**src/tgtm_pkg.sv**
```systemverilog
package tgtm_pkg;

  // trigger table size and derived widths
  localparam int unsigned MAX_TRIGGERS = 8;
  localparam int unsigned IDX_W        = $clog2(MAX_TRIGGERS);
  localparam int unsigned CNT_W        = $clog2(MAX_TRIGGERS + 1);

  // field widths
  localparam int unsigned COORD_W = 10;
  localparam int unsigned THR_W   = 8;
  localparam int unsigned TCNT_W  = 4;
  localparam int unsigned TABLE_W = 64;
  localparam int unsigned CFG_IDX_W = 3;
  localparam int unsigned CFG_DATA_W = 64;

  // configuration register indexes
  localparam logic [CFG_IDX_W-1:0] REG_SCREEN_WIDTH  = 3'd0;
  localparam logic [CFG_IDX_W-1:0] REG_SCREEN_HEIGHT = 3'd1;
  localparam logic [CFG_IDX_W-1:0] REG_TAP_THRESHOLD = 3'd2;
  localparam logic [CFG_IDX_W-1:0] REG_TRIGGER_COUNT = 3'd3;
  localparam logic [CFG_IDX_W-1:0] REG_TRIGGER_TABLE = 3'd4;

  // register reset values
  localparam logic [COORD_W-1:0] RST_SCREEN_WIDTH  = 10'd144;
  localparam logic [COORD_W-1:0] RST_SCREEN_HEIGHT = 10'd168;
  localparam logic [THR_W-1:0]   RST_TAP_THRESHOLD = 8'd18;

  // event codes
  localparam logic [1:0] EV_TOUCHDOWN = 2'd0;
  localparam logic [1:0] EV_LIFTOFF   = 2'd2;

  // zone codes
  localparam logic [2:0] AREA_NONE   = 3'd0;
  localparam logic [2:0] AREA_LEFT   = 3'd1;
  localparam logic [2:0] AREA_TOP    = 3'd2;
  localparam logic [2:0] AREA_RIGHT  = 3'd3;
  localparam logic [2:0] AREA_BOTTOM = 3'd4;
  localparam logic [2:0] AREA_CENTER = 3'd5;

  // gesture kinds
  localparam logic [1:0] KIND_NONE  = 2'd0;
  localparam logic [1:0] KIND_TAP   = 2'd1;
  localparam logic [1:0] KIND_SWIPE = 2'd2;

  // actions
  localparam logic [1:0] ACT_NONE      = 2'd0;
  localparam logic [1:0] ACT_SILENCE   = 2'd1;
  localparam logic [1:0] ACT_SELECT    = 2'd2;
  localparam logic [1:0] ACT_UNMATCHED = 2'd3;

  // controller states
  typedef enum logic [2:0] {
    ST_IDLE,
    ST_DELTA,
    ST_ZONE,
    ST_DECIDE,
    ST_SRCH_INIT,
    ST_SRCH,
    ST_OUT
  } state_e;

  // controller to datapath
  typedef struct packed {
    logic latch_in;
    logic calc_delta;
    logic calc_zone;
    logic srch_init;
    logic srch_step;
    logic set_retry;
    logic load_out;
  } cmd_t;

  // datapath to controller
  typedef struct packed {
    logic live;
    logic tap;
    logic ack;
    logic n_zero;
    logic hit;
    logic last;
    logic retry_avail;
  } sts_t;

endpackage

```
**src/tgtm_ctrl.sv**
```systemverilog
module tgtm_ctrl
  import tgtm_pkg::*;
(
  input  logic clk_i,
  input  logic rst_ni,
  input  logic in_valid_i,
  output logic in_stall_o,
  output logic out_valid_o,
  input  logic out_stall_i,
  input  sts_t sts_i,
  output cmd_t cmd_o
);

  state_e state_q, state_d;
  logic   out_valid_q, out_valid_d;
  logic   out_free;

  // state and output valid registers
  always_ff @(posedge clk_i or negedge rst_ni) begin
    if (!rst_ni) begin
      state_q     <= ST_IDLE;
      out_valid_q <= 1'b0;
    end else begin
      state_q     <= state_d;
      out_valid_q <= out_valid_d;
    end
  end

  assign out_free = !out_valid_q || !out_stall_i;

  // next state and commands
  always_comb begin
    state_d = state_q;
    cmd_o   = '0;
    case (state_q)
      ST_IDLE: begin
        if (in_valid_i) begin
          cmd_o.latch_in = 1'b1;
          state_d        = ST_DELTA;
        end
      end
      ST_DELTA: begin
        cmd_o.calc_delta = 1'b1;
        state_d          = ST_ZONE;
      end
      ST_ZONE: begin
        cmd_o.calc_zone = 1'b1;
        state_d         = ST_DECIDE;
      end
      ST_DECIDE: begin
        if (!sts_i.live || (sts_i.tap && sts_i.ack)) begin
          state_d = ST_OUT;
        end else begin
          state_d = ST_SRCH_INIT;
        end
      end
      ST_SRCH_INIT: begin
        cmd_o.srch_init = 1'b1;
        if (sts_i.n_zero) begin
          state_d = ST_OUT;
        end else begin
          state_d = ST_SRCH;
        end
      end
      ST_SRCH: begin
        cmd_o.srch_step = 1'b1;
        if (sts_i.hit) begin
          state_d = ST_OUT;
        end else if (sts_i.last) begin
          if (sts_i.retry_avail) begin
            cmd_o.set_retry = 1'b1;
            state_d         = ST_SRCH_INIT;
          end else begin
            state_d = ST_OUT;
          end
        end
      end
      ST_OUT: begin
        if (out_free) begin
          cmd_o.load_out = 1'b1;
          state_d        = ST_IDLE;
        end
      end
      default: begin
        state_d = ST_IDLE;
      end
    endcase
  end

  // result held until taken
  always_comb begin
    out_valid_d = out_valid_q;
    if (out_valid_q && !out_stall_i) begin
      out_valid_d = 1'b0;
    end
    if (cmd_o.load_out) begin
      out_valid_d = 1'b1;
    end
  end

  assign in_stall_o  = (state_q != ST_IDLE);
  assign out_valid_o = out_valid_q;

endmodule

```
**src/tgtm_dp.sv**
```systemverilog
module tgtm_dp
  import tgtm_pkg::*;
(
  input  logic                  clk_i,
  input  logic                  rst_ni,
  input  logic                  cfg_we_i,
  input  logic [CFG_IDX_W-1:0]  cfg_index_i,
  input  logic [CFG_DATA_W-1:0] cfg_data_i,
  input  logic [1:0]            event_type_i,
  input  logic [COORD_W-1:0]    touch_x_i,
  input  logic [COORD_W-1:0]    touch_y_i,
  input  logic                  ack_pending_i,
  input  cmd_t                  cmd_i,
  output sts_t                  sts_o,
  output logic [1:0]            action_o,
  output logic                  reveal_text_o,
  output logic [IDX_W-1:0]      selected_index_o,
  output logic [1:0]            gesture_kind_o,
  output logic [2:0]            from_zone_o,
  output logic [2:0]            to_zone_o
);

  // configuration registers
  logic [COORD_W-1:0] width_q, height_q;
  logic [THR_W-1:0]   thr_q;
  logic [TCNT_W-1:0]  tcnt_q;
  logic [TABLE_W-1:0] table_q;

  // touch state
  logic               tracking_q;
  logic [COORD_W-1:0] sx_q, sy_q;
  logic [IDX_W-1:0]   sel_q;

  // request registers
  logic [1:0]         ev_q;
  logic [COORD_W-1:0] x_q, y_q;
  logic               ack_q, live_q;

  // classification registers
  logic [COORD_W-1:0] adx_q, ady_q, adx_d, ady_d;
  logic               dxneg_q, dyneg_q;
  logic [COORD_W-1:0] lb_q, rb_q, tb_q, bb_q;
  logic [1:0]         kind_q;
  logic [2:0]         fz_q, tz_q, df_q, dt_q;
  logic               retry_ok_q;

  // search registers
  logic               retry_q, found_q;
  logic [IDX_W-1:0]   idx_q, found_idx_q;
  logic [CNT_W-1:0]   cnt_q;

  // result registers
  logic [1:0]         action_q, gkind_q;
  logic               reveal_q;
  logic [IDX_W-1:0]   osel_q;
  logic [2:0]         ofz_q, otz_q;

  function automatic logic [2:0] zone_of(
    input logic [COORD_W-1:0] px,
    input logic [COORD_W-1:0] py,
    input logic [COORD_W-1:0] l,
    input logic [COORD_W-1:0] r,
    input logic [COORD_W-1:0] t,
    input logic [COORD_W-1:0] b
  );
    logic [2:0] z;
    if (py <= t) begin
      z = AREA_TOP;
    end else if (py >= b) begin
      z = AREA_BOTTOM;
    end else if (px <= l) begin
      z = AREA_LEFT;
    end else if (px >= r) begin
      z = AREA_RIGHT;
    end else begin
      z = AREA_CENTER;
    end
    return z;
  endfunction

  // configuration writes
  always_ff @(posedge clk_i or negedge rst_ni) begin
    if (!rst_ni) begin
      width_q  <= RST_SCREEN_WIDTH;
      height_q <= RST_SCREEN_HEIGHT;
      thr_q    <= RST_TAP_THRESHOLD;
      tcnt_q   <= '0;
      table_q  <= '0;
    end else if (cfg_we_i) begin
      case (cfg_index_i)
        REG_SCREEN_WIDTH:  width_q  <= cfg_data_i[COORD_W-1:0];
        REG_SCREEN_HEIGHT: height_q <= cfg_data_i[COORD_W-1:0];
        REG_TAP_THRESHOLD: thr_q    <= cfg_data_i[THR_W-1:0];
        REG_TRIGGER_COUNT: tcnt_q   <= cfg_data_i[TCNT_W-1:0];
        REG_TRIGGER_TABLE: table_q  <= cfg_data_i[TABLE_W-1:0];
        default: ;
      endcase
    end
  end

  // deltas
  logic [COORD_W:0] dx, dy;
  assign dx    = {1'b0, x_q} - {1'b0, sx_q};
  assign dy    = {1'b0, y_q} - {1'b0, sy_q};
  assign adx_d = dx[COORD_W] ? COORD_W'(-dx) : dx[COORD_W-1:0];
  assign ady_d = dy[COORD_W] ? COORD_W'(-dy) : dy[COORD_W-1:0];

  // zones, tap test and direction pairs
  logic [2:0] fz_c, tz_raw, tz_c, df_c, dt_c;
  logic       tap_c, horiz;
  always_comb begin
    horiz  = (adx_q >= ady_q);
    fz_c   = zone_of(sx_q, sy_q, lb_q, rb_q, tb_q, bb_q);
    tz_raw = zone_of(x_q, y_q, lb_q, rb_q, tb_q, bb_q);
    tap_c  = ({{(COORD_W-THR_W){1'b0}}, thr_q} > adx_q) &&
             ({{(COORD_W-THR_W){1'b0}}, thr_q} > ady_q);
    if (horiz) begin
      df_c = dxneg_q ? AREA_RIGHT : AREA_LEFT;
      dt_c = dxneg_q ? AREA_LEFT : AREA_RIGHT;
    end else begin
      df_c = dyneg_q ? AREA_BOTTOM : AREA_TOP;
      dt_c = dyneg_q ? AREA_TOP : AREA_BOTTOM;
    end
    // same-zone swipe takes its end zone from the direction
    if (tap_c) begin
      tz_c = AREA_NONE;
    end else if (tz_raw == fz_c) begin
      tz_c = dt_c;
    end else begin
      tz_c = tz_raw;
    end
  end

  // search key and entry compare
  logic [TCNT_W-1:0] n_c;
  logic [2:0]        kfz, ktz;
  assign n_c = (tcnt_q > TCNT_W'(MAX_TRIGGERS)) ? TCNT_W'(MAX_TRIGGERS) : tcnt_q;
  assign kfz = retry_q ? df_q : fz_q;
  assign ktz = retry_q ? dt_q : tz_q;

  function automatic logic entry_hit(
    input logic [TABLE_W-1:0] tbl,
    input logic [IDX_W-1:0]   i,
    input logic [1:0]         k,
    input logic [2:0]         f,
    input logic [2:0]         t
  );
    logic [7:0] e;
    e = tbl[{i, 3'b000} +: 8];
    return (e[7:6] == k) && (e[5:3] == f) && (e[2:0] == t);
  endfunction

  logic              hit_c, sel_hit;
  logic [TCNT_W-1:0] start_c, first_c, next_c;
  assign hit_c   = entry_hit(table_q, idx_q, kind_q, kfz, ktz);
  assign sel_hit = ({1'b0, sel_q} < n_c) && entry_hit(table_q, sel_q, kind_q, kfz, ktz);
  assign start_c = sel_hit ? {1'b0, sel_q} : (n_c - 1'b1);
  assign first_c = (start_c + 1'b1 == n_c) ? '0 : start_c + 1'b1;
  assign next_c  = ({1'b0, idx_q} + 1'b1 == n_c) ? '0 : {1'b0, idx_q} + 1'b1;

  // request capture, classification and search
  always_ff @(posedge clk_i) begin
    if (cmd_i.latch_in) begin
      ev_q    <= event_type_i;
      x_q     <= touch_x_i;
      y_q     <= touch_y_i;
      ack_q   <= ack_pending_i;
      live_q  <= (event_type_i == EV_LIFTOFF) && tracking_q;
      retry_q <= 1'b0;
      found_q <= 1'b0;
    end
    if (cmd_i.calc_delta) begin
      adx_q   <= adx_d;
      ady_q   <= ady_d;
      dxneg_q <= dx[COORD_W];
      dyneg_q <= dy[COORD_W];
      lb_q    <= {2'b00, width_q[COORD_W-1:2]};
      rb_q    <= width_q - {2'b00, width_q[COORD_W-1:2]};
      tb_q    <= {2'b00, height_q[COORD_W-1:2]};
      bb_q    <= height_q - {2'b00, height_q[COORD_W-1:2]};
    end
    if (cmd_i.calc_zone) begin
      kind_q     <= tap_c ? KIND_TAP : KIND_SWIPE;
      fz_q       <= fz_c;
      tz_q       <= tz_c;
      df_q       <= df_c;
      dt_q       <= dt_c;
      retry_ok_q <= ((adx_q != '0) || (ady_q != '0)) &&
                    ((df_c != fz_c) || (dt_c != tz_c));
    end
    if (cmd_i.srch_init) begin
      idx_q <= first_c[IDX_W-1:0];
      cnt_q <= CNT_W'(n_c);
    end
    if (cmd_i.srch_step) begin
      if (hit_c) begin
        found_q     <= 1'b1;
        found_idx_q <= idx_q;
      end else begin
        idx_q <= next_c[IDX_W-1:0];
        cnt_q <= cnt_q - 1'b1;
      end
    end
    if (cmd_i.set_retry) begin
      retry_q <= 1'b1;
    end
  end

  // touch state update when the result is issued
  always_ff @(posedge clk_i or negedge rst_ni) begin
    if (!rst_ni) begin
      tracking_q <= 1'b0;
      sx_q       <= '0;
      sy_q       <= '0;
      sel_q      <= '0;
    end else if (cmd_i.load_out) begin
      if (ev_q == EV_TOUCHDOWN) begin
        tracking_q <= 1'b1;
        sx_q       <= x_q;
        sy_q       <= y_q;
      end else if (live_q) begin
        tracking_q <= 1'b0;
        if (found_q) begin
          sel_q <= found_idx_q;
        end
      end
    end
  end

  // result payload
  logic [1:0] act_c;
  logic       tap_r;
  assign tap_r = (kind_q == KIND_TAP);
  always_comb begin
    if (!live_q) begin
      act_c = ACT_NONE;
    end else if (tap_r && ack_q) begin
      act_c = ACT_SILENCE;
    end else if (found_q) begin
      act_c = ACT_SELECT;
    end else begin
      act_c = ACT_UNMATCHED;
    end
  end

  always_ff @(posedge clk_i) begin
    if (cmd_i.load_out) begin
      action_q <= act_c;
      reveal_q <= live_q && ((tap_r && !ack_q) || (!tap_r && found_q));
      osel_q   <= (live_q && found_q) ? found_idx_q : sel_q;
      gkind_q  <= live_q ? kind_q : KIND_NONE;
      ofz_q    <= live_q ? fz_q : AREA_NONE;
      otz_q    <= (live_q && !tap_r) ? tz_q : AREA_NONE;
    end
  end

  assign sts_o.live        = live_q;
  assign sts_o.tap         = tap_r;
  assign sts_o.ack         = ack_q;
  assign sts_o.n_zero      = (n_c == '0);
  assign sts_o.hit         = hit_c;
  assign sts_o.last        = (cnt_q == CNT_W'(1));
  assign sts_o.retry_avail = !tap_r && retry_ok_q && !retry_q;

  assign action_o         = action_q;
  assign reveal_text_o    = reveal_q;
  assign selected_index_o = osel_q;
  assign gesture_kind_o   = gkind_q;
  assign from_zone_o      = ofz_q;
  assign to_zone_o        = otz_q;

endmodule

```
**src/touch_gesture_trigger_matcher_core.sv**
```systemverilog
// channel   signals                                     direction
// ------    ------------------------------------------  ---------
// in        in_valid_i / in_stall_o, event_type_i,      request in
//           touch_x_i, touch_y_i, ack_pending_i
// out       out_valid_o / out_stall_i, action_o,        result out
//           reveal_text_o, selected_index_o,
//           gesture_kind_o, from_zone_o, to_zone_o
// cfg       cfg_we_i, cfg_index_i, cfg_data_i           write only
//
// one request at a time, taken only when idle; events that need no search
// skip it, while a tracked liftoff other than an acknowledged tap runs the
// one-entry-per-cycle round-robin search over the table, at most twice
// the result sits in an output register; the next request is taken while it
// waits, and that one is then held in its last cycle until the result is taken
// reset loads the configuration defaults and clears touch state and selection
module touch_gesture_trigger_matcher_core
  import tgtm_pkg::*;
(
  input  logic                  clk_i,
  input  logic                  rst_ni,
  input  logic                  in_valid_i,
  output logic                  in_stall_o,
  input  logic [1:0]            event_type_i,
  input  logic [COORD_W-1:0]    touch_x_i,
  input  logic [COORD_W-1:0]    touch_y_i,
  input  logic                  ack_pending_i,
  output logic                  out_valid_o,
  input  logic                  out_stall_i,
  output logic [1:0]            action_o,
  output logic                  reveal_text_o,
  output logic [IDX_W-1:0]      selected_index_o,
  output logic [1:0]            gesture_kind_o,
  output logic [2:0]            from_zone_o,
  output logic [2:0]            to_zone_o,
  input  logic                  cfg_we_i,
  input  logic [CFG_IDX_W-1:0]  cfg_index_i,
  input  logic [CFG_DATA_W-1:0] cfg_data_i
);

  cmd_t cmd;
  sts_t sts;

  // sequencer
  tgtm_ctrl u_ctrl (
    .clk_i       (clk_i),
    .rst_ni      (rst_ni),
    .in_valid_i  (in_valid_i),
    .in_stall_o  (in_stall_o),
    .out_valid_o (out_valid_o),
    .out_stall_i (out_stall_i),
    .sts_i       (sts),
    .cmd_o       (cmd)
  );

  // classification, search and state
  tgtm_dp u_dp (
    .clk_i            (clk_i),
    .rst_ni           (rst_ni),
    .cfg_we_i         (cfg_we_i),
    .cfg_index_i      (cfg_index_i),
    .cfg_data_i       (cfg_data_i),
    .event_type_i     (event_type_i),
    .touch_x_i        (touch_x_i),
    .touch_y_i        (touch_y_i),
    .ack_pending_i    (ack_pending_i),
    .cmd_i            (cmd),
    .sts_o            (sts),
    .action_o         (action_o),
    .reveal_text_o    (reveal_text_o),
    .selected_index_o (selected_index_o),
    .gesture_kind_o   (gesture_kind_o),
    .from_zone_o      (from_zone_o),
    .to_zone_o        (to_zone_o)
  );

endmodule
```
**config.mk**
```make
export PLATFORM = sky130hd
export DESIGN_NAME = touch_gesture_trigger_matcher_core
export DESIGN_NICKNAME = d
export VERILOG_FILES = /design/src/tgtm_pkg.sv /design/src/tgtm_ctrl.sv /design/src/tgtm_dp.sv /design/src/touch_gesture_trigger_matcher_core.sv
export SDC_FILE = /design/constraint.sdc
export NUM_CORES = 1
export LEC_CHECK = 0
export BUFFER_PORTS_ARGS = -buffer_cell sky130_fd_sc_hd__buf_2
export CORE_UTILIZATION = 50
export CTS_CLUSTER_SIZE = 12
export DETAILED_ROUTE_END_ITERATION = 16
export GPL_TIMING_DRIVEN = 0
export PLACE_DENSITY = 0.68
export SYNTH_ARGS = -nofsm -noshare
export SYNTH_HDL_FRONTEND = slang
export SYNTH_SLANG_ARGS = --single-unit
```
**constraint.sdc**
```tcl
create_clock -name clk_i -period 7.6 [get_ports clk_i]
set_input_delay 0.76 -clock clk_i [delete_from_list [all_inputs] [get_ports clk_i]]
set_output_delay 0.76 -clock clk_i [all_outputs]
set_load 0.02 [all_outputs]
```
## Word-level counts from Yosys, hierarchy flattened

Cells that the tools add are included.

- Flip-flop bits (word level): 247
- Bits in latches: 0
- Memory bits (writable): 0
- ROM bits: 0
- Output and inout port bits: 16
- Memories: 0

- Add/subtract/negate cells: 10
- $mul: 0
- Div/mod/pow operators: 0
- Magnitude comparators: 13
- Equal/unequal tests: 27
- Shift-type cells: 2
- Mux-type cells: 60
- Bitwise operators: 2
- Reduce and logical (&&, ||, !) cells: 48

Operator list:

| operator | count |
|---|---|
| $shiftx 64x7->8 | 2 |
| $mux 3 | 26 |
| $ge 10x10->1 | 5 |
| $le 10x8->1 | 4 |
| $sub 10x10->11 | 2 |
| $pmux 3 s7 | 1 |
| $gt 8x10->1 | 2 |
| $mux 10 | 2 |
| $mux 4 | 5 |
| $neg 10->10 | 2 |
| $reduce_bool 10->1 | 2 |
| $sub 10x8->10 | 2 |
| $mux 1 | 19 |
| $logic_and 1x1->1 | 17 |
| $reduce_and 2->1 | 8 |
| $eq 3x3->1 | 5 |
| $mux 2 | 7 |
| $eq 3x2->1 const B | 4 |
| $eq 3x3->1 const B | 4 |
| $eq 4x4->1 | 2 |
| $sub 4x1->4 const B | 2 |
| $eq 3x1->1 const B | 2 |
| $logic_not 1->1 | 6 |
| $logic_not 3->1 | 2 |
| other kinds (21) | 29 |

## Depth between registers and ports, before layout

Gate-level depths: netlist of the first run.

- Word-level depth: 12
- Mapped depth: 18

## Modules after synthesis

A second synthesis of the first run with hierarchy kept.

- Cells, all modules: 1,306
- Area total of the unflattened synthesis: 14,790.4 µm²

By module, submodules not included:

| module | instances | cells an instance | area each (µm²) |
|---|---|---|---|
| tgtm_dp | 1 | 1,266 | 14,435.1 |
| tgtm_ctrl | 1 | 40 | 355.3 |

## Worst setup path after synthesis of the first run

Ideal clock, no wire load.

- Kind: reg2reg
- From: reg u_ctrl.state_q[1]
- To: reg u_dp.adx_q[0], enable pin
- Arrival: 4,907 ps
- Required time: 7,043 ps
- Slack: 2,135 ps
- Stages on the path, launching flop included: 3
- Path buffers: 1
- Cell sequence: dfrtp_1 > clkbuf_1 > nor3b_1

- Word-level cells in the longest chain between the ends: 2

Ends and longest elaborated chain:

| item | RTL line | text |
|---|---|---|
| start: declaration | tgtm_ctrl.sv:14 | `state_e state_q, state_d;` |
| start signal: assignment | tgtm_ctrl.sv:24 | `state_q <= state_d;` |
| $eq 3x1->1 | tgtm_ctrl.sv:35 | `case (state_q)` |
| $mux 1 | tgtm_ctrl.sv:35 |  |
| end signal: assignment | tgtm_dp.sv:173 | `adx_q <= adx_d;` |
| end: declaration | tgtm_dp.sv:40 | `logic [COORD_W-1:0] adx_q, ady_q, adx_d, ady_d;` |

No other way between the ends.
A chain may end at the register's enable or synchronous reset.

## Final worst setup path of the first run

- From: reg u_dp.sel_q[2]
- To: reg u_dp.idx_q[2]

- Word-level cells in the longest chain between the ends: 12

Ends and longest elaborated chain:

| item | RTL line | text |
|---|---|---|
| start: declaration | tgtm_dp.sv:32 | `logic [IDX_W-1:0] sel_q;` |
| start signal: assignment | tgtm_dp.sv:224 | `sel_q <= found_idx_q;` |
| $shiftx 64x7->8 | tgtm_dp.sv:149 | `e = tbl[{i, 3'b000} +: 8];` |
| $eq 3x3->1 or $eq 2x2->1 (tied branches) | tgtm_dp.sv:150 | `return (e[7:6] == k) && (e[5:3] == f) && (e[2:0] == t);` |
| $logic_and 1x1->1 (2 in a row) | tgtm_dp.sv:150 |  |
| $logic_and 1x1->1 | tgtm_dp.sv:156 | `assign sel_hit = ({1'b0, sel_q} < n_c) && entry_hit(table_q, sel_q, kind_q, kfz, ktz);` |
| $mux 4 * | tgtm_dp.sv:157 | `assign start_c = sel_hit ? {1'b0, sel_q} : (n_c - 1'b1);` |
| $add 4x1->4 * | tgtm_dp.sv:158 | `assign first_c = (start_c + 1'b1 == n_c) ? '0 : start_c + 1'b1;` |
| $eq 4x4->1 | tgtm_dp.sv:158 |  |
| $mux 3 * | tgtm_dp.sv:158 |  |
| $mux 3 * | tgtm_dp.sv:191 | `if (cmd_i.srch_init) begin` |
| $mux 3 | tgtm_dp.sv:196 | `if (hit_c) begin` |
| $mux 3 * | tgtm_dp.sv:195 | `if (cmd_i.srch_step) begin` |
| end signal: assignment | tgtm_dp.sv:192 | `idx_q <= first_c[IDX_W-1:0];` |
| end signal: assignment | tgtm_dp.sv:200 | `idx_q <= next_c[IDX_W-1:0];` |
| end: declaration | tgtm_dp.sv:49 | `logic [IDX_W-1:0] idx_q, found_idx_q;` |

Every way passes the cells marked *; elsewhere a longest branch is shown, timed or not.

==> impl_summary.log, run 1 <==
INFO  metric maxCapViolCount = 0
INFO  metric start_kind = register
INFO  metric worst_setup_hold_path_clk_slew = 60 ps
INFO  metric synthesis.instances = 1272
INFO  metric finish.instance_area = 0.01671 sq mm
INFO  metric grt_util_all_layers = 0.2355
INFO  metric synth.cell_area = 0.01465 sq mm
INFO  metric clock_insertion_delay_worst_skew = 560 ps
INFO  metric setup_violations = 0
INFO  metric fp.dieArea = 0.02998 sq mm
INFO  metric post_cts_hold_buffer_count = 0
INFO  metric dominant_combinational_cell_family_by_area_after_synthesis = multiplexers
INFO  metric detail_route.wl_per_cell = 18.80 um
INFO  metric cts.repair_timing.setup_buffer_count = 0
INFO  metric post_synthesis_compound_gate_area_fraction = 0.09285
INFO  metric timing.setup.critical_path_class = register to register
INFO  metric areaGrowthSynthToFinish = 14.11%
INFO  metric grt_pass1_wl = 55370 um
INFO  metric post_synth_and_or_nand_nor_area_fraction = 0.09396
INFO  metric fp.dieH = 173.2 um
INFO  metric start_util = 0.5090
INFO  metric fraction_of_the_yosys_area_taken_by_sequential_cells = 0.4564
INFO  metric tritoncts = yes
INFO  metric worst_setup_path_end_kind = register
INFO  metric synth_warnings = 0
INFO  metric achievable-frequency = 223.8 MHz
INFO  metric fin_tns_setup = 0 ps
INFO  metric route.final.wire_length = 34330 um
INFO  metric synth_fa_ha_area_frac = 0.1276
INFO  metric muxShareOfSynthArea = 0.1458
INFO  metric ys_seq_elements = 246
INFO  metric detail-route-antenna-nets = 0
INFO  metric postCtsResizedCells = 0
INFO  metric synth_xor_area_frac = 0.04066
INFO  metric cp_max_fo = 10
INFO  metric seqPwrFrac = 0.351
INFO  metric floorplan.io_pins = 111
INFO  metric finalPower = 0.006341 W
INFO  metric rows = 62
INFO  metric count_of_unique_library_cells_instantiated_by_yosys = 70
INFO  metric placedInstanceArea = 0.01579 sq mm
INFO  metric clk_root_buffer_cell = sky130_fd_sc_hd__clkbuf_16
INFO  metric timing.max_slew.rel_slack = 0.1762
INFO  metric vias = 10229
INFO  metric place.port_buffers = 110
INFO  metric gr-total-overflow = 0
INFO  metric net-switching-power = 0.002372 W
INFO  metric post-synth-top-area-fraction = 0.2317
INFO  metric cts_max_level = 1
INFO  metric share_of_flip_flops_with_an_asynchronous_set_or_reset_after_synthesis = 0.5041
INFO  metric yosys.area.top_type = sky130_fd_sc_hd__edfxtp_1
INFO  metric power.density = 379.4 mW/mm^2
INFO  metric post_route_cells_drive_above_1_share = 0.2214
INFO  metric placeableCoreArea = 0.02878 sq mm
INFO  metric tritoncts.num_buffers = 28
INFO  metric synth_commonest_cells = sky130_fd_sc_hd__ha_1 (143), sky130_fd_sc_hd__inv_1 (128), sky130_fd_sc_hd__dfrtp_1 (117), sky130_fd_sc_hd__edfxtp_1 (113), sky130_fd_sc_hd__mux2_2 (103)
INFO  metric internal_power = 0.003969 W
INFO  metric route.detailed.drc = 0
INFO  metric cell_leakage_power = 7.239 nW
INFO  metric synth-edff-count = 113
INFO  metric clock_skew = 24.53 ps
INFO  metric p_clk_frac = 0.210
INFO  metric hold_path.class = input pin to async pin
INFO  metric syn-mean-instance-area = 11.52 sq um
INFO  metric synthTopCellsByArea = sky130_fd_sc_hd__edfxtp_1 (23%), sky130_fd_sc_hd__dfrtp_1 (20%), sky130_fd_sc_hd__ha_1 (12%)
INFO  metric fin_nets = 1661
INFO  metric antenna_found_initial = 2
INFO  metric first_global_vias = 10200
INFO  metric period_needed = 4467 ps
INFO  metric final_max_slew_viol_count = 0
INFO  metric rsz_0062_raised_after_global_routing = no
INFO  metric max-clock-path-buffers = 3
INFO  metric floorplan.die.width = 173.2 um
INFO  metric finalHoldViolCount = 0
INFO  metric nFillCells = 2373
INFO  metric gp_routability_congestion = 0.8811
INFO  metric detail_route.vias_per_cell = 5.602
INFO  metric worstPathRequired = 8060 ps
INFO  metric synthMostInstantiatedCell = sky130_fd_sc_hd__ha_1
INFO  metric detail_route.first_pass.iterations = 5
INFO  metric least_margin_pin_slew = 1234 ps
INFO  metric syn_nets = 1514
INFO  metric synth_top_flop_cell = sky130_fd_sc_hd__dfrtp_1
INFO  metric switching_share = 0.3741
INFO  metric timing.reg2reg.worst_path_depth = 16
INFO  metric cp_data_arrival_time = 4930 ps
INFO  metric grt_start_max_net_pins = 76
INFO  metric dr.first_iter.drc_count = 712
INFO  metric outcome = complete, no violations
INFO  metric vdd_drop_max = 0.1745 mV
INFO  metric min_period_over_period = 0.5878
INFO  metric cts.sinks = 246
INFO  metric combinational_power_share = 0.439
INFO  metric place_hpwl = 26250 um
path summary, 6_finish.rpt:
| check | from | to | slack [ps] |
|---|---|---|---|
| min reg2reg | u_dp.idx_q[2]$_DFF_P_ | u_dp.found_idx_q[2]$_DFFE_PP_ | 430 |
| max reg2reg | u_dp.sel_q[2]$_DFFE_PN0P_ | u_dp.idx_q[2]$_DFF_P_ | 3130 |
| max | u_dp.sel_q[2]$_DFFE_PN0P_ | u_dp.idx_q[2]$_DFF_P_ | 3130 |
| max in group asynchronous | rst_ni | u_dp.height_q[7]$_DFFE_PN1P_ | 6610 |
| min in group clk_i | touch_x_i[0] | u_dp.x_q[0]$_DFFE_PP_ | 370 |
| min | rst_ni | u_ctrl.state_q[2]$_DFFE_PN0P_ | 150 |
registers in the layout, indices dropped and copies added (netlist names), 4 cells and up:
signal and count:
u_dp.adx_q 10, u_dp.ady_q 10, u_dp.bb_q 10, u_dp.cnt_q 4, u_dp.height_q 10, u_dp.lb_q 8, u_dp.rb_q 10, u_dp.sx_q 10
u_dp.sy_q 10, u_dp.table_q 64, u_dp.tb_q 8, u_dp.tcnt_q 4, u_dp.thr_q 8, u_dp.width_q 10, u_dp.x_q 10, u_dp.y_q 10
power groups by stage:
stage	Sequential (W)	Clock, W	Combinational [W]
floorplan	0.00215	0	0.00211
global placement	0.00226	0	0.00264
detailed placement	0.00224	0	0.00276
CTS	0.00222	0.00135	0.00278
global route	0.00228	0.00141	0.00314
finish	0.00223	0.00133	0.00278
area by class of cell:
class / instances / area, sq um / area share
diodes: 1 / 2.502 / 0.0001497
plain buffers: 34 / 145.1 / 0.008683
clock buffers: 33 / 729.5 / 0.04364
clock inverters: 19 / 185.2 / 0.01108
inverters: 128 / 480.5 / 0.02874
multi-input cells: 864 / 7351 / 0.4398
flip-flops and latches: 246 / 6685 / 0.4000
well taps: 384 / 480.5 / 0.02874
repair buffers: 117 / 655.6 / 0.03922
worst max-delay path, stage by stage (launching register included):
cell and delay, ps:
sky130_fd_sc_hd__dfrtp_1 410, sky130_fd_sc_hd__clkbuf_1 480, sky130_fd_sc_hd__buf_2 410, sky130_fd_sc_hd__mux4_2 350, sky130_fd_sc_hd__mux2i_1 310, sky130_fd_sc_hd__xor2_1 170, sky130_fd_sc_hd__nand3_1 100, sky130_fd_sc_hd__a211o_1 340
sky130_fd_sc_hd__mux2_4 340, sky130_fd_sc_hd__ha_1 380, sky130_fd_sc_hd__xor2_1 170, sky130_fd_sc_hd__nor2_1 50, sky130_fd_sc_hd__a21oi_1 170, sky130_fd_sc_hd__nor2_1 70, sky130_fd_sc_hd__mux2i_1 200, sky130_fd_sc_hd__nand2_1 140
sky130_fd_sc_hd__o22ai_1 260
placed cells by master, fill, tap and decap left out, types with 13 or more instances in the layout:
cell type and instances:
sky130_fd_sc_hd__dfrtp_1 117, sky130_fd_sc_hd__a21oi_1 51, sky130_fd_sc_hd__nand4_1 13, sky130_fd_sc_hd__inv_1 128, sky130_fd_sc_hd__o21ai_0 78, sky130_fd_sc_hd__nor2b_1 25, sky130_fd_sc_hd__clkbuf_1 29, sky130_fd_sc_hd__xor2_1 23
sky130_fd_sc_hd__nor2_1 46, sky130_fd_sc_hd__edfxtp_1 113, sky130_fd_sc_hd__nand2_1 81, sky130_fd_sc_hd__nor3_1 16, sky130_fd_sc_hd__mux4_2 32, sky130_fd_sc_hd__ha_1 143, sky130_fd_sc_hd__nand3_1 18, sky130_fd_sc_hd__xnor2_1 45
sky130_fd_sc_hd__mux2_2 103, sky130_fd_sc_hd__mux2i_1 24, sky130_fd_sc_hd__buf_2 114, sky130_fd_sc_hd__nand2b_1 18, sky130_fd_sc_hd__clkbuf_16 28
stage by stage:
stage          setup WS [ps]  hold WS [ps]  cells    util
2_1_floorplan           2135         406.4   1272       -
3_3_place_gp           200.1         411.9   1766  0.5448
3_5_place_dp            3334         420.2   1773  0.5487
4_1_cts                 3223         173.8   1825  0.5805
5_1_grt                 2841         175.3   1826  0.5808
6_report                3133         151.1   1826  0.5808
cell families after synthesis:
kind of cell	Yosys count
simple gates	271
buf+inv	162
fa+ha+maj	147
compound gates	218
flops	246
mux	160
xor+xnor	68
per-layer routing:
| layer | vias up | global-route usage | share of wire |
|---|---|---|---|
| met5 | - | 0 | 0 |
| met4 | 0 | 0.06084 | 0.021 |
| met3 | 56 | 0.03276 | 0.059 |
| met2 | 311 | 0.3755 | 0.45 |
| met1 | 4942 | 0.3391 | 0.47 |
| li1 | 4920 | - | - |
Power figures use the tool's default switching activity.
==> run 2: changes to the inputs <==
--- a/config.mk
+++ b/config.mk
@@ -5,6 +5,7 @@
 export SDC_FILE = /design/constraint.sdc
 export NUM_CORES = 1
 export LEC_CHECK = 0
+export ABC_AREA = 1
 export BUFFER_PORTS_ARGS = -buffer_cell sky130_fd_sc_hd__buf_2
 export CORE_UTILIZATION = 50
 export CTS_CLUSTER_SIZE = 12
==> constraint.sdc (replaced) <==
create_clock -name clk_i -period 4.7 [get_ports clk_i]
set_input_delay 0.47 -clock clk_i [delete_from_list [all_inputs] [get_ports clk_i]]
set_output_delay 0.47 -clock clk_i [all_outputs]
set_load 0.02 [all_outputs]
==> impl_summary.log, run 2 <==
INFO  metric outcome = complete, no violations
INFO  metric worst_hold_path.endpoint = u_dp.y_q[5]$_DFFE_PP_
INFO  metric finalHoldViolCount = 0
INFO  metric route.final.wire_length = 41070 um
INFO  metric first_global_vias = 12648
INFO  metric net-switching-power = 0.005119 W
INFO  metric reg2reg_to = u_dp.idx_q[0]$_DFF_P_
INFO  metric synthMostInstantiatedCell = sky130_fd_sc_hd__nand2_1
INFO  metric cts.sinks = 246
INFO  metric detail-route-antenna-nets = 0
INFO  metric layout.area.seq = 0.006685 sq mm
INFO  metric grt_pass1_wl = 65200 um
INFO  metric seqPwrFrac = 0.306
INFO  metric layout.cells.most_common = sky130_fd_sc_hd__nand2_1
INFO  metric fp.dieH = 176.5 um
INFO  metric floorplan.die.width = 176.5 um
INFO  metric timing.critical_path.slowest_cell_delay = 550 ps
INFO  metric post-synth-top-area-fraction = 0.2228
INFO  metric register_containing_the_most_flip_flops_in_the_final_layout = u_dp.table_q
INFO  metric start_kind = register
INFO  metric synth_warnings = 0
INFO  metric synth_top_flop_cell = sky130_fd_sc_hd__dfrtp_1
INFO  metric most-common-layout-cells = sky130_fd_sc_hd__nand2_1 (356), sky130_fd_sc_hd__inv_1 (283), sky130_fd_sc_hd__a21oi_1 (156)
INFO  metric antenna_found_initial = 0
INFO  metric detail_route.first_pass.iterations = 5
INFO  metric vias = 12712
INFO  metric grt_start_max_net_pins = 92
INFO  metric largest_reg_flops = 64
INFO  metric cts_max_level = 1
INFO  metric r2r_start = u_dp.sel_q[1]$_DFFE_PN0P_
INFO  metric synthTopCellsByArea = sky130_fd_sc_hd__edfxtp_1 (22%), sky130_fd_sc_hd__dfrtp_1 (19%), sky130_fd_sc_hd__ha_1 (12%)
INFO  metric gr-total-overflow = 0
INFO  metric grtUsageMet1 = 0.3454
INFO  metric path_delay_family = simple AND/OR/NAND/NOR gates
INFO  metric least_margin_pin_slew = 844.4 ps
INFO  metric fin_tns_setup = 0 ps
INFO  metric synth-edff-count = 113
INFO  metric areaGrowthSynthToFinish = 13.99%
INFO  metric grt_util_met2 = 0.4605
INFO  metric synth_xor_area_frac = 0.03680
INFO  metric cts.repair_timing.setup_buffer_count = 0
INFO  metric timing.reg2reg.worst_path_depth = 21
INFO  metric cpMaxStageDelayCell = sky130_fd_sc_hd__dfrtp_1
INFO  metric tritoncts.num_buffers = 28
INFO  metric tritoncts = yes
INFO  metric timing.setup.critical_path_class = register to register
INFO  metric count_of_unique_library_cells_instantiated_by_yosys = 58
INFO  metric max-clock-path-buffers = 3
INFO  metric route.detailed.drc = 0
INFO  metric detail_route.vias_per_cell = 5.366
INFO  metric syn_nets = 2055
INFO  metric power.density = 680.8 mW/mm^2
INFO  metric period_needed = 3277 ps
INFO  metric placeableCoreArea = 0.02980 sq mm
INFO  metric grt_util_all_layers = 0.2708
INFO  metric synth_commonest_cells = sky130_fd_sc_hd__nand2_1 (356), sky130_fd_sc_hd__inv_1 (283), sky130_fd_sc_hd__a21oi_1 (157), sky130_fd_sc_hd__nor2_1 (157), sky130_fd_sc_hd__ha_1 (143)
INFO  metric cp_common_cell = sky130_fd_sc_hd__nand2_1
INFO  metric nFillCells = 2737
INFO  metric floorplan.io_pins = 111
INFO  metric place_hpwl = 31780 um
INFO  metric fin_nets = 2199
INFO  metric fp.dieArea = 0.03117 sq mm
INFO  metric fin_cells = 2369
INFO  metric fraction_of_the_yosys_area_taken_by_sequential_cells = 0.4389
INFO  metric crit_path_cell_trace = buf_2 > nand3_1 > nand3_1 > nand3b_1 > nand2_1 > nand2_1 > nor2_8 > nand3_4 > nand2_1 > nand2_1 > ha_1 > inv_1 > xor2_1 > a31oi_1 > nand2_1 > nor2_2 > nand3_2 > nand2_1 > nand2_1 > nand2_1 > nand2_1
INFO  metric post_synth_and_or_nand_nor_area_fraction = 0.1916
INFO  metric maxCapViolCount = 0
INFO  metric internal_power = 0.006702 W
INFO  metric clock_skew = 13.03 ps
INFO  metric timing.max_slew.rel_slack = 0.4357
INFO  metric rows = 63
INFO  metric hold_path.class = input pin to register
INFO  metric worstPathRequired = 5140 ps
INFO  metric dominant_combinational_cell_family_by_area_after_synthesis = simple AND/OR/NAND/NOR gates
INFO  metric setup.reg_to_reg.worst_slack = 1420 ps
INFO  metric yosys.area.top_type = sky130_fd_sc_hd__edfxtp_1
INFO  metric multi_input_comb_area = 0.007222 sq mm
INFO  metric p_clk_frac = 0.197
INFO  metric place.port_buffers = 110
INFO  metric syn-mean-instance-area = 8.402 sq um
INFO  metric cp_data_arrival_time = 3710 ps
INFO  metric use_met3 = 0.02950
INFO  metric clock_insertion_delay_worst_skew = 550 ps
INFO  metric rsz_0062_raised_after_global_routing = no
INFO  metric combinational_power_share = 0.497
INFO  metric worst_setup_hold_path_clk_slew = 60 ps
INFO  metric post_route_cells_drive_above_1_share = 0.1137
INFO  metric gp_routability_congestion = 0.9986
INFO  metric post_synthesis_compound_gate_area_fraction = 0.1138
INFO  metric synth.cell_area = 0.01523 sq mm
INFO  metric dr.first_iter.drc_count = 941
INFO  metric cell_leakage_power = 8.592 nW
INFO  metric worst_setup_path_end_kind = register
INFO  metric min_period_over_period = 0.6973
INFO  metric muxShareOfSynthArea = 0.008050
INFO  metric switching_share = 0.4331
INFO  metric insertedDiodeCount = 0
INFO  metric cp.buffers_inverters = 2
INFO  metric detail_route.wl_per_cell = 17.34 um
INFO  metric share_of_flip_flops_with_an_asynchronous_set_or_reset_after_synthesis = 0.5041
INFO  metric vdd_drop_max = 0.3874 mV
INFO  metric synth_fa_ha_area_frac = 0.1227
INFO  metric start_util = 0.5112
INFO  metric synthesis.instances = 1813
INFO  metric achievable-frequency = 305.1 MHz
INFO  metric cp_max_fo = 10
INFO  metric final_max_slew_viol_count = 0
INFO  metric top_usage_layer = met2
INFO  metric setup_violations = 0
INFO  metric timing.hold.worst.start = touch_y_i[5]
INFO  metric depth_of_the_worst_hold_timing_path = 1
INFO  metric clk_root_buffer_cell = sky130_fd_sc_hd__clkbuf_16
INFO  metric place_inst = 2316
INFO  metric ys_seq_elements = 246
==> run 2: cell types whose count changed after synthesis, sizes merged, moves of 23 or more <==
cell   change
mux2      -94
nand2    +285
mux4      -32
nor2     +115
xor2      +29
xnor2     -33
inv      +161
o21ai     +52
nor2b     -24
mux2i     -23
a21oi    +104
nand3     +80
==> run 2: layout make-up <==
type | count | share of cell area
plain buffers | 48 | 0.01391
clock buffers | 43 | 0.04893
clock inverters | 9 | 0.008575
inverters | 292 | 0.06349
multi-input cells | 1227 | 0.4159
flip-flops and latches | 246 | 0.3850
well taps | 390 | 0.02810
repair buffers | 114 | 0.03603
==> run 2: cells by family after synthesis <==
logic type,Yosys count
flops,246
fa+ha+maj,147
xor+xnor,64
buf+inv,340
mux,11
compound gates,325
simple gates,680
==> run 2: metal layers <==
| metal | part of all wire | up-vias |
|---|---|---|
| li1 | - | 6263 |
| met1 | 0.43 | 5946 |
| met2 | 0.48 | 398 |
| met3 | 0.050 | 105 |
| met4 | 0.046 | 0 |
| met5 | 0 | - |
==> run 2: how the worst max path moves through the flow <==
stage | start | endpoint | slack [ps] | cells after the start
floorplan | u_ctrl.state_q[1]$_DFFE_PN0P_ | u_dp.adx_q[0]$_DFFE_PP_ | 1240 | 3
global placement | u_ctrl.state_q[1]$_DFFE_PN0P_ | u_dp.bb_q[3]$_DFFE_PP_ | -30 | 3
detailed placement | u_dp.sel_q[1]$_DFFE_PN0P_ | u_dp.idx_q[2]$_DFF_P_ | 1470 | 21
CTS | u_dp.y_q[0]$_DFFE_PP_ | u_dp.ady_q[7]$_DFFE_PP_ | 1450 | 16
global route | u_dp.tcnt_q[3]$_DFFE_PN0P_ | u_dp.idx_q[0]$_DFF_P_ | 1120 | 21
finish | u_dp.sel_q[1]$_DFFE_PN0P_ | u_dp.idx_q[0]$_DFF_P_ | 1420 | 21
==> run 2: timing repair <==
action / 4_1_cts / 5_1_grt
hold buffers: 1 / 0
setup endpoints to repair: 0 / 0
hold endpoints to repair: 33 / 0
gates resized for setup: 0 / 0
==> run 2: worst register-to-register path, stage by stage, from the launching register on <==
cell	delay [ps]
sky130_fd_sc_hd__dfrtp_1	550
sky130_fd_sc_hd__buf_2	360
sky130_fd_sc_hd__nand3_1	210
sky130_fd_sc_hd__nand3_1	190
sky130_fd_sc_hd__nand3b_1	90
sky130_fd_sc_hd__nand2_1	70
sky130_fd_sc_hd__nand2_1	120
sky130_fd_sc_hd__nor2_8	160
sky130_fd_sc_hd__nand3_4	120
sky130_fd_sc_hd__nand2_1	80
sky130_fd_sc_hd__nand2_1	90
sky130_fd_sc_hd__ha_1	290
sky130_fd_sc_hd__inv_1	50
sky130_fd_sc_hd__xor2_1	150
sky130_fd_sc_hd__a31oi_1	150
sky130_fd_sc_hd__nand2_1	80
sky130_fd_sc_hd__nor2_2	90
sky130_fd_sc_hd__nand3_2	100
sky130_fd_sc_hd__nand2_1	60
sky130_fd_sc_hd__nand2_1	40
sky130_fd_sc_hd__nand2_1	50
sky130_fd_sc_hd__nand2_1	50
==> run 2: power groups by stage <==
stage	combinational [W]	sequential (W)	clock, W
final	0.00588	0.00361	0.00233
after global placement	0.00560	0.00365	0
after CTS	0.00586	0.00361	0.00237
after global routing	0.00669	0.00367	0.00246
after floorplan	0.00436	0.00349	0
after detailed placement	0.00582	0.00363	0
==> run 2: through the flow <==
stage / setup slack (ps) / cell area (sq um) / total power [W] / hold WS [ps] / utilization
finish: 1423 / 17360 / 0.01182 / 96.25 / 0.5827
global route: 1116 / 17360 / 0.01282 / 77.23 / 0.5827
CTS: 1446 / 17360 / 0.01184 / 74.98 / 0.5827
detailed placement: 1471 / 16350 / 0.009457 / 375.9 / 0.5489
global placement: -28.33 / 16270 / 0.009251 / 447.9 / 0.5461
floorplan: 1235 / 15230 / 0.007845 / 174.4 / -
==> run 3: changes to the inputs <==
--- a/config.mk
+++ b/config.mk
@@ -11,7 +11,7 @@
 export CTS_CLUSTER_SIZE = 12
 export DETAILED_ROUTE_END_ITERATION = 16
 export GPL_TIMING_DRIVEN = 0
-export PLACE_DENSITY = 0.68
+export PLACE_DENSITY = 0.71
 export SYNTH_ARGS = -nofsm -noshare
 export SYNTH_HDL_FRONTEND = slang
 export SYNTH_SLANG_ARGS = --single-unit
==> constraint.sdc (replaced) <==
create_clock -name clk_i -period 2.9 [get_ports clk_i]
set_input_delay 0.29 -clock clk_i [delete_from_list [all_inputs] [get_ports clk_i]]
set_output_delay 0.29 -clock clk_i [all_outputs]
set_load 0.02 [all_outputs]
==> impl_summary.log, run 3 (same netlist as run 2, synthesis figures left out) <==
INFO  metric setup.reg_to_reg.worst_slack = -140 ps
INFO  metric first_global_vias = 12699
INFO  metric final_core_util = 0.6386
INFO  metric fin_tns_setup = -457.2 ps
INFO  metric fp.dieH = 176.5 um
INFO  metric finalHoldViolCount = 0
INFO  metric max-clock-path-buffers = 3
INFO  metric post_route_cells_drive_above_1_share = 0.1943
INFO  metric achievable-frequency = 329.2 MHz
INFO  metric nFillCells = 2502
INFO  metric floorplan.io_pins = 111
INFO  metric start_util = 0.5112
INFO  metric maxCapViolCount = 0
INFO  metric register_containing_the_most_flip_flops_in_the_final_layout = u_dp.table_q
INFO  metric largest_reg_flops = 64
INFO  metric place.port_buffers = 110
INFO  metric floorplan.die.width = 176.5 um
INFO  metric layout.area.seq = 0.006688 sq mm
INFO  metric cp_common_cell = sky130_fd_sc_hd__nand2_1
INFO  metric start_kind = register
INFO  metric power.density = 1088 mW/mm^2
INFO  metric vias = 13252
INFO  metric tritoncts.num_buffers = 28
INFO  metric violated_checks = negative setup slack
INFO  metric timing.max_slew.rel_slack = 0.4280
INFO  metric worst_slack = -137.8 ps
INFO  metric multi_input_comb_area = 0.007835 sq mm
INFO  metric rsz_0062_raised_after_global_routing = yes
INFO  metric layout.cells.most_common = sky130_fd_sc_hd__nand2_1
INFO  metric dr.first_iter.drc_count = 859
INFO  metric cpMaxStageDelayCell = sky130_fd_sc_hd__dfrtp_1
INFO  metric timing.critical_path.slowest_cell_delay = 400 ps
INFO  metric worst_hold_slack = 15.49 ps
INFO  metric outcome = finished, violations left
INFO  metric detail_route.vias_per_cell = 5.357
INFO  metric final_max_slew_viol_count = 0
INFO  metric cell_leakage_power = 9.252 nW
INFO  metric detail_route.first_pass.iterations = 5
INFO  metric most-common-layout-cells = sky130_fd_sc_hd__nand2_1 (321), sky130_fd_sc_hd__inv_1 (273), sky130_fd_sc_hd__nor2_1 (148)
INFO  metric gr-total-overflow = 0
INFO  metric insertedDiodeCount = 0
INFO  metric cp_max_fo = 9
INFO  metric cp_data_arrival_time = 3480 ps
INFO  metric tritoncts = yes
INFO  metric grt_pass1_wl = 64250 um
INFO  metric place_hpwl = 31050 um
INFO  metric min_period_over_period = 1.048
INFO  metric least_margin_pin_slew = 855.9 ps
INFO  metric fin_nets = 2304
INFO  metric grt_util_all_layers = 0.2651
INFO  metric clock_skew = 14.60 ps
INFO  metric hold_path.class = input pin to register
INFO  metric vdd_drop_max = 0.4994 mV
INFO  metric clk_root_buffer_cell = sky130_fd_sc_hd__clkbuf_16
INFO  metric cp.buffers_inverters = 6
INFO  metric cts_max_level = 1
INFO  metric worstSetupEndpoint = u_dp.idx_q[1]$_DFF_P_
INFO  metric timing.reg2reg.worst_path_depth = 26
INFO  metric cts.sinks = 246
INFO  metric fp.dieArea = 0.03117 sq mm
INFO  metric r2r_start = u_dp.sel_q[0]$_DFFE_PN0P_
INFO  metric worstPathRequired = 3340 ps
INFO  metric areaGrowthSynthToFinish = 24.92%
INFO  metric gp_routability_congestion = 0.9750
INFO  metric grt_start_max_net_pins = 90
INFO  metric rows = 63
INFO  metric antenna_found_initial = 0
INFO  metric reg2reg_to = u_dp.idx_q[1]$_DFF_P_
INFO  metric worst_setup_path_end_kind = register
INFO  metric detail_route.wl_per_cell = 17.02 um
INFO  metric startpoint = u_dp.sel_q[0]$_DFFE_PN0P_
INFO  metric worst_setup_hold_path_clk_slew = 60 ps
INFO  metric route.detailed.drc = 0
INFO  metric timing.setup.critical_path_class = register to register
INFO  metric critical_path_cell_count = 26
INFO  metric path_delay_family = simple AND/OR/NAND/NOR gates
INFO  metric detail-route-antenna-nets = 0
INFO  metric setup_violations = 4
INFO  metric clock_insertion_delay_worst_skew = 550 ps
INFO  metric placeableCoreArea = 0.02980 sq mm
INFO  metric route.final.wire_length = 42120 um
INFO  metric period_needed = 3038 ps
==> run 3: cell count changes in the layout (fill, tap and decap cells not counted), sizes merged <==
cell and delta:
buf +49, clkbuf -6, clkinvlp +2, clkinv +3, dlygate4sd3 +56, clkdlybuf4s15 +1
bufinv +1, inv -1
==> run 3: layout make-up <==
class / count / share of cell area
Buffer: 47 / 0.01598
Clock buffer: 38 / 0.04097
Clock inverter: 14 / 0.01026
Inverter: 292 / 0.05865
Multi-Input combinational cell: 1227 / 0.4118
Sequential cell: 246 / 0.3515
Tap cell: 390 / 0.02564
Timing Repair Buffer: 220 / 0.08528
==> run 3: per-stage QoR <==
| stage | setup slack [ps] | std cells | cell area [sq um] | power (W) |
|---|---|---|---|---|
| global placement | -358.4 | 2313 | 16270 | 0.01487 |
| CTS | -39.04 | 2449 | 18350 | 0.01965 |
| detailed placement | -334.3 | 2316 | 16350 | 0.01521 |
| global route | -346.1 | 2474 | 19030 | 0.02230 |
| finish | -137.8 | 2474 | 19030 | 0.02071 |
| floorplan | 104.9 | 1813 | 15230 | 0.01271 |
==> run 3: what timing repair did <==
| action | in CTS | in global routing |
|---|---|---|
| hold buffers | 57 | 0 |
| pin swaps | 29 | 59 |
| buffers inserted | 22 | 25 |
| endpoints found under the setup margin | 33 | 38 |
| hold endpoints to repair | 91 | 0 |
| cloned | 3 | 2 |
| gates resized for setup | 67 | 131 |
==> run 3: worst register-to-register path, cell delays in order, from the launching register on <==
cell                       delay [ps]
sky130_fd_sc_hd__dfrtp_1          400
sky130_fd_sc_hd__buf_12           160
sky130_fd_sc_hd__clkinv_8          90
sky130_fd_sc_hd__buf_8            130
sky130_fd_sc_hd__nand2_1           60
sky130_fd_sc_hd__nand3_1           90
sky130_fd_sc_hd__nand3_2          120
sky130_fd_sc_hd__nand2_1           80
sky130_fd_sc_hd__nand2_1           40
sky130_fd_sc_hd__nand2_1           80
sky130_fd_sc_hd__clkinv_2          70
sky130_fd_sc_hd__nand2_4           90
sky130_fd_sc_hd__nor2_8            40
sky130_fd_sc_hd__buf_6            110
sky130_fd_sc_hd__nand4_1          130
sky130_fd_sc_hd__nand2_4           80
sky130_fd_sc_hd__ha_4             260
sky130_fd_sc_hd__inv_2             30
sky130_fd_sc_hd__xor2_1           130
sky130_fd_sc_hd__a31oi_1          210
sky130_fd_sc_hd__nand2_1          120
sky130_fd_sc_hd__nor2_2           100
sky130_fd_sc_hd__nand3_2           90
sky130_fd_sc_hd__nand2_1           70
sky130_fd_sc_hd__nand2_1           40
sky130_fd_sc_hd__nand2_1           60
sky130_fd_sc_hd__nand2_1           40
==> run 3: power breakdown <==
part	internal, W	leakage, nW	switching (W)	total (W)
Combinational	0.00436	6.24	0.00679	0.0111
Sequential	0.00510	2.54	0.000747	0.00585
Clock	0.00232	0.477	0.00140	0.00371
Total	0.0118	9.25	0.00893	0.0207
==> run 3: metal layers <==
layer / wire (um) / vias to the layer above / share of wire / track usage
met1: 17340 / 6245 / 0.41 / 0.3253
met4: 1750 / 0 / 0.042 / 0.1099
met5: 0 / - / 0 / 0
met2: 20940 / 430 / 0.50 / 0.4725
met3: 2085 / 112 / 0.050 / 0.02735
li1: - / 6465 / - / -
==> run 3: worst min path at each step <==
| stage | from | end | slack (ps) | cells after the start |
|---|---|---|---|---|
| final | cfg_data_i[14] | u_dp.table_q[14]$_DFFE_PN0P_ | 20 | 3 |
| after global routing | cfg_data_i[20] | u_dp.table_q[20]$_DFFE_PN0P_ | 20 | 3 |
| after CTS | cfg_data_i[38] | u_dp.table_q[38]$_DFFE_PN0P_ | 3 | 3 |
| after detailed placement | rst_ni | u_dp.table_q[54]$_DFFE_PN0P_ | 210 | 1 |
| after global placement | u_dp.idx_q[1]$_DFF_P_ | u_dp.found_idx_q[1]$_DFFE_PP_ | 450 | 0 |
| after floorplan | rst_ni | u_ctrl.out_valid_o$_DFFE_PN0P_ | -6 | 0 |
